<file path="src/tee_pkg.sv">
// Shared types, constants and codes for the timing entropy estimator.
// No dependencies; every other file of the block imports this package.
package tee_pkg;

   // Capacity and derived count width
   localparam int MAX_SAMPLES = 16384;
   localparam int CNT_W       = $clog2(MAX_SAMPLES + 1);
   localparam int OUT_CNT_W   = 15;

   // Histogram geometry
   localparam int NBINS   = 256;
   localparam int BIN_AW  = $clog2(NBINS);
   localparam int NBANKS  = 4;

   // Log2 format: integer exponent over a Q.30 fraction
   localparam int LOG_FRAC = 30;
   localparam int EXP_W    = 5;
   localparam int L_W      = EXP_W + LOG_FRAC;
   localparam int SUM_W    = CNT_W + L_W;

   // Result kinds
   localparam int KIND_W = 3;
   localparam logic [KIND_W-1:0] KIND_RAW    = 3'd0;
   localparam logic [KIND_W-1:0] KIND_FOLD   = 3'd1;
   localparam logic [KIND_W-1:0] KIND_DELTA  = 3'd2;
   localparam logic [KIND_W-1:0] KIND_DDELTA = 3'd3;
   localparam logic [KIND_W-1:0] KIND_STATS  = 3'd4;

   // Log operand select
   localparam logic [1:0] LOG_BIN  = 2'd0;
   localparam logic [1:0] LOG_USED = 2'd1;
   localparam logic [1:0] LOG_PEAK = 2'd2;

   // Controller to datapath commands
   typedef struct packed {
      logic              clear_we;
      logic              sample_load;
      logic              sample_upd;
      logic              hist_init;
      logic              bin_chk;
      logic              log_start;
      logic [1:0]        log_sel;
      logic              prod_load;
      logic              acc;
      logic              ln_load;
      logic              div_start;
      logic              div_stats;
      logic              avg_load;
      logic              ent_load;
      logic              emit_hist;
      logic              mean_clear;
      logic              mean_load;
      logic              emit_stats;
      logic [BIN_AW-1:0] idx;
      logic [KIND_W-1:0] kind;
   } cmd_type;

   // Datapath to controller status
   typedef struct packed {
      logic log_done;
      logic div_done;
      logic bin_zero;
      logic hist_empty;
      logic total_zero;
      logic last;
      logic out_free;
   } status_type;

endpackage

</file>
<file path="src/tee_ctrl.sv">
// Controller: sequences bank clearing, sample updates and the report walk.
// Uses tee_pkg for the command and status structs.
module tee_ctrl import tee_pkg::*; (
   input  logic       clock,
   input  logic       reset,
   input  logic       req_valid,
   output logic       req_ready,
   input  status_type status,
   output cmd_type    cmd
);

   localparam logic [3:0] S_CLEAR  = 4'd0;
   localparam logic [3:0] S_IDLE   = 4'd1;
   localparam logic [3:0] S_UPD    = 4'd2;
   localparam logic [3:0] S_HSTART = 4'd3;
   localparam logic [3:0] S_RD     = 4'd4;
   localparam logic [3:0] S_CHK    = 4'd5;
   localparam logic [3:0] S_BLOG   = 4'd6;
   localparam logic [3:0] S_ACC    = 4'd7;
   localparam logic [3:0] S_LN     = 4'd8;
   localparam logic [3:0] S_LNW    = 4'd9;
   localparam logic [3:0] S_DIVW   = 4'd10;
   localparam logic [3:0] S_PKW    = 4'd11;
   localparam logic [3:0] S_EMIT   = 4'd12;
   localparam logic [3:0] S_SSTART = 4'd13;
   localparam logic [3:0] S_SDIVW  = 4'd14;
   localparam logic [3:0] S_SEMIT  = 4'd15;

   localparam logic [BIN_AW-1:0] IDX_LAST = BIN_AW'(NBINS - 1);

   logic [3:0]        state_ff, state_in;
   logic [BIN_AW-1:0] idx_ff, idx_in;
   logic [KIND_W-1:0] kind_ff, kind_in;

   // next state and commands
   always_comb begin
      state_in  = state_ff;
      idx_in    = idx_ff;
      kind_in   = kind_ff;
      req_ready = 1'b0;
      cmd       = '0;
      cmd.idx   = idx_ff;
      cmd.kind  = kind_ff;
      unique case (state_ff)
         S_CLEAR: begin
            cmd.clear_we = 1'b1;
            idx_in       = idx_ff + 1'b1;
            if (idx_ff == IDX_LAST) state_in = S_IDLE;
         end
         S_IDLE: begin
            req_ready = 1'b1;
            if (req_valid) begin
               cmd.sample_load = 1'b1;
               state_in        = S_UPD;
            end
         end
         S_UPD: begin
            cmd.sample_upd = 1'b1;
            if (status.last) begin
               kind_in  = KIND_RAW;
               state_in = S_HSTART;
            end else begin
               state_in = S_IDLE;
            end
         end
         S_HSTART: begin
            cmd.hist_init = 1'b1;
            idx_in        = '0;
            state_in      = S_RD;
         end
         S_RD: begin
            state_in = S_CHK;
         end
         S_CHK: begin
            cmd.bin_chk = 1'b1;
            if (!status.bin_zero) begin
               cmd.log_start = 1'b1;
               cmd.log_sel   = LOG_BIN;
               state_in      = S_BLOG;
            end else if (idx_ff == IDX_LAST) begin
               state_in = S_LN;
            end else begin
               idx_in   = idx_ff + 1'b1;
               state_in = S_RD;
            end
         end
         S_BLOG: begin
            if (status.log_done) begin
               cmd.prod_load = 1'b1;
               state_in      = S_ACC;
            end
         end
         S_ACC: begin
            cmd.acc = 1'b1;
            if (idx_ff == IDX_LAST) begin
               state_in = S_LN;
            end else begin
               idx_in   = idx_ff + 1'b1;
               state_in = S_RD;
            end
         end
         S_LN: begin
            if (status.hist_empty) begin
               state_in = S_EMIT;
            end else begin
               cmd.log_start = 1'b1;
               cmd.log_sel   = LOG_USED;
               state_in      = S_LNW;
            end
         end
         S_LNW: begin
            if (status.log_done) begin
               cmd.ln_load   = 1'b1;
               cmd.div_start = 1'b1;
               state_in      = S_DIVW;
            end
         end
         S_DIVW: begin
            if (status.div_done) begin
               cmd.avg_load  = 1'b1;
               cmd.log_start = 1'b1;
               cmd.log_sel   = LOG_PEAK;
               state_in      = S_PKW;
            end
         end
         S_PKW: begin
            if (status.log_done) begin
               cmd.ent_load = 1'b1;
               state_in     = S_EMIT;
            end
         end
         S_EMIT: begin
            if (status.out_free) begin
               cmd.emit_hist = 1'b1;
               if (kind_ff == KIND_DDELTA) begin
                  state_in = S_SSTART;
               end else begin
                  kind_in  = kind_ff + 1'b1;
                  state_in = S_HSTART;
               end
            end
         end
         S_SSTART: begin
            cmd.mean_clear = 1'b1;
            if (status.total_zero) begin
               state_in = S_SEMIT;
            end else begin
               cmd.div_start = 1'b1;
               cmd.div_stats = 1'b1;
               state_in      = S_SDIVW;
            end
         end
         S_SDIVW: begin
            if (status.div_done) begin
               cmd.mean_load = 1'b1;
               state_in      = S_SEMIT;
            end
         end
         S_SEMIT: begin
            if (status.out_free) begin
               cmd.emit_stats = 1'b1;
               state_in       = S_IDLE;
            end
         end
      endcase
   end

   always_ff @(posedge clock) begin
      if (reset) begin
         state_ff <= S_CLEAR;
         idx_ff   <= '0;
         kind_ff  <= KIND_RAW;
      end else begin
         state_ff <= state_in;
         idx_ff   <= idx_in;
         kind_ff  <= kind_in;
      end
   end

endmodule

</file>
<file path="config.mk">
export PLATFORM = sky130hd
export DESIGN_NAME = tee_ctrl
export DESIGN_NICKNAME = d
export VERILOG_FILES = /design/src/tee_pkg.sv /design/src/tee_ctrl.sv
export SDC_FILE = /design/constraint.sdc
export NUM_CORES = 1
export LEC_CHECK = 0
export ABC_AREA = 1
export BUFFER_PORTS_ARGS = -buffer_cell sky130_fd_sc_hd__buf_2
export CELL_PAD_IN_SITES_DETAIL_PLACEMENT = 1
export CELL_PAD_IN_SITES_GLOBAL_PLACEMENT = 1
export CORE_MARGIN = 2
export CORE_UTILIZATION = 34
export CTS_CLUSTER_SIZE = 20
export DETAILED_ROUTE_END_ITERATION = 7
export PLACE_DENSITY_LB_ADDON = 0.08
export SLEW_MARGIN = 10
export SYNTH_ARGS = -nofsm -noshare
export SYNTH_HDL_FRONTEND = slang
export SYNTH_SLANG_ARGS = --single-unit
</file>
<file path="constraint.sdc">
create_clock -name clock -period 1.9 [get_ports clock]
set_input_delay 0.285 -clock clock [delete_from_list [all_inputs] [get_ports clock]]
set_output_delay 0.285 -clock clock [all_outputs]
set_load 0.05 [all_outputs]
</file>
Word level (Yosys, flattened, before mapping)
Index checks and enable logic that the tools add are counted.
- add/sub/neg operators: 2
- equality and inequality tests: 29
- multiplexer cells: 50
- reduce and logical (&&, ||, !) cells: 6
- operator list (operator ; count):
    $pmux 4 s16 ; 1
    $mux 4 ; 12
    $eq 4x4->1 const B ; 8
    $pmux 8 s4 ; 1
    $ne 2x2->1 const B ; 12
    $mux 1 ; 21
    $mux 3 ; 7
    $eq 4x3->1 const B ; 4
    $mux 8 ; 2
    $pmux 3 s3 ; 1
    $reduce_and 9->1 ; 1
    $add 8x1->8 const B ; 1
    $eq 4x2->1 const B ; 2
    $eq 8x8->1 const B ; 1
    $mux 2 ; 3
    $pmux 3 s2 ; 1
    $eq 4x1->1 const B ; 1
    $logic_not 4->1 ; 1
    $reduce_and 4->1 ; 1
    $reduce_bool 4->1 ; 1
    $add 3x1->3 const B ; 1
    $eq 3x2->1 const B ; 1
    $pmux 1 s2 ; 1
    $reduce_and 2->1 ; 1
    $reduce_bool 2->1 ; 1
- flip-flop bits (word level): 15
- input port bits: 10
- output and inout bits: 31

Longest topological paths before layout
- depth in word-level cells: 4
- depth in mapped cells: 11
- gate-level depth less buffers: 10

Worst setup path after synthesis
No wires, ideal clock.
- kind: reg2out
- start point: register state_ff[3]
- end point: output port cmd[18] in the netlist's numbering
- arrival time: 2295 ps
- data required time: 1615 ps
- setup slack: -680 ps
- stages on the path, launching flop included: 5
- path buffers: 0
- path through: dfxtp_1 nand2_1 nor2_1 inv_1 o22ai_1
- RTL lines (item ; RTL line ; RTL):
    start, declared ; tee_ctrl.sv:31 ; logic [3:0] state_ff, state_in;
    start signal, assigned ; tee_ctrl.sv:174 ; state_ff <= state_in;
    end, declared ; tee_ctrl.sv:9 ; output cmd_type cmd

==> results.json <==
{
  "status": "complete, no violations",
  "port_buffers": 40,
  "synth_simple_gate_area_share_pct": 50.9,
  "finClkSkew_ps": 3.76,
  "synthArstFlopShare_pct": 0,
  "die_h_um": 67.0,
  "power.total_uw": 655,
  "hp-class": "input port to flip-flop",
  "dp_slack_ps": 183,
  "die_area_sq_mm": 0.00449,
  "synthMuxAreaShare_pct": 0,
  "place_congestion": 0.828,
  "core_area_sq_mm": 0.00374,
  "clock_path_buffers": 2,
  "place_area_sq_mm": 0.00164,
  "avgSynthCellArea_sq_um": 6.19,
  "n_antenna_cell": 0,
  "netlist_instances": 218,
  "syn2layout_area_growth_pct": 26.0,
  "finalSetupViolCount": 0,
  "p_leak_uw": 0.000898,
  "ant_nets": 0,
  "fin_ws_ps": 110,
  "antenna_found_initial": 0,
  "wl_per_cell_um": 12.2,
  "peakVddDrop_mv": 0.263,
  "syn-num-nets": 231,
  "layout_common_cells": "nand2_1 (60), buf_2 (37), nor2_1 (35), inv_1 (27), dfxtp_1 (11)",
  "end_kind": "output port",
  "yosysSeqAreaShare_pct": 22.3,
  "drive_above_1_share_pct": 37.9,
  "synth-compound-area-share_pct": 9.93,
  "startpoint_type": "flip-flop",
  "fin_nets": 275,
  "hpwl_um": 3130,
  "clock-root-buffer": "clkbuf_8",
  "drt_wl_total_um": 3780,
  "synth_ff_type": "dfxtp_1",
  "crit_type": "flip-flop to output port",
  "cts_sinks": 15,
  "hold_slack_ps": 410,
  "grt_setup_unrepaired": "no",
  "finalCritPeriodShare_pct": 94.2,
  "cts_tree": "built",
  "pin_count": 41,
  "die_x_um": 67.0,
  "clock_latency_ps": 250,
  "synth_fa_ha_area_share_pct": 2.78,
  "hold_violations": 0,
  "grt-ovfl-total": 0,
  "p_per_area_mw_per_mm2": 386,
  "ys_ff_latch": 15,
  "multiInputGateArea_sq_um": 908,
  "worstMarginPinSlew_ps": 338,
  "row_count": 22,
  "cp_data_required_time_ps": 1620,
  "regArea_sq_um": 308,
  "first_pass_iters": 4,
  "drc": 0,
  "grt_pass1_vias": 1398,
  "drv_cap": 0,
  "worstPathArrival_ps": 1510,
  "timing.setup.tns_ps": 0,
  "min_period_ps": 1790,
  "slew-limit-headroom_pct": 77.5,
  "cts_setup_buffers": 0,
  "fin_area_sq_mm": 0.00170,
  "start_util_pct": 36.0,
  "max_freq_ghz": 0.559,
  "clk_pin_slew_worst_paths_ps": 60,
  "netlist_area_sq_mm": 0.00135,
  "synth_xor_area_share_pct": 1.30,
  "vias": 1436,
  "synth_top_family_by_area": "simple AND/OR/NAND/NOR gates",
  "synth_cell_types": 32,
  "grt_pass1_wl_um": 6510,
  "yosysWarnings": 0,
  "grt_max_degree": 15,
  "fillers": 526,
  "drt_iter0_drc": 50,
  "via_per_inst": 4.65,
  "worstPathMaxFanout": 10,
  "slew_violations": 0,
  "synth-edff-count": 0,
  "final_common_cell": "nand2_1",
  "grt_usage_pct": 18.9,
  "htree_num_levels": 1,
  "ctsHoldBuffers": 0,
  "cts-buffers-inserted": 3
}
area by class of cell:
| cell class | count | share of cell area, % |
|---|---|---|
| multi-input combinational | 164 | 53.5 |
| tap | 48 | 3.53 |
| timing repair buffer | 43 | 13.5 |
| clock inverter | 1 | 0.295 |
| inverter | 35 | 8.62 |
| clock buffer | 3 | 2.43 |
| sequential | 15 | 18.1 |
final timing paths:
path / start / endpoint / slack (ps) / cells after the start
worst max-delay path: state_ff[0] / cmd[18] / 110 / 5
worst min-delay path: reset / idx_ff[2] / 410 / 2
worst max register to register: idx_ff[0] / state_ff[1] / 270 / 9
worst min register to register: kind_ff[2] / kind_ff[2] / 510 / 2
what timing repair did:
item,4_1_cts,5_1_grt
pin swaps,0,1
resized for setup,2,8
endpoints found under the setup margin,8,7
gates cloned,0,0
stage by stage:
step | util, % | cells
6_report | 45.4 | 309
5_1_grt | 45.4 | 309
4_1_cts | 45.0 | 309
3_5_place_dp | 43.7 | 305
3_3_place_gp | 43.7 | 305
2_1_floorplan | - | 218
routing by layer:
| metal | vias to the layer above | routed length (um) | share of wire (%) | track usage, % |
|---|---|---|---|---|
| met5 | - | 0 | 0 | 0 |
| met4 | 0 | 57 | 1.5 | 5.87 |
| met3 | 6 | 125 | 3.3 | 1.69 |
| met2 | 34 | 1780 | 47 | 33.1 |
| met1 | 641 | 1810 | 48 | 24.3 |
| li1 | 755 | - | - | - |
synth_stat cells (all sizes together), types with 3 or more instances:
cell type | n | area, sq um
buf | 3 | 22.5
nand2 | 73 | 328
a21oi | 11 | 77.6
ha | 3 | 37.5
o21ai | 3 | 18.8
nor2 | 49 | 245
nand3 | 11 | 70.1
inv | 34 | 130
dfxtp | 15 | 300
critical path, cell delays in order, from the launching register on:
cell      delay [ps]
dfxtp_2          470
inv_2             70
nor2_2           190
nand2_1          140
o22ai_2          150
clkbuf_4         240
state kept, by name, indices dropped and copies added, names as in the netlist:
register  count
idx_ff        8
kind_ff       3
state_ff      4
kinds of logic after synthesis:
kind of cell | count (synthesis)
simple gates | 140
buf+inv | 39
compound gates | 19
flops | 15
fa+ha+maj | 3
xor+xnor | 2
report_power, final:
group	switching (uW)	internal [uW]
sequential	6.14	318
clock	114	145
combinational	49.1	22.9
No activity file was read; power rests on OpenSTA's default activity.
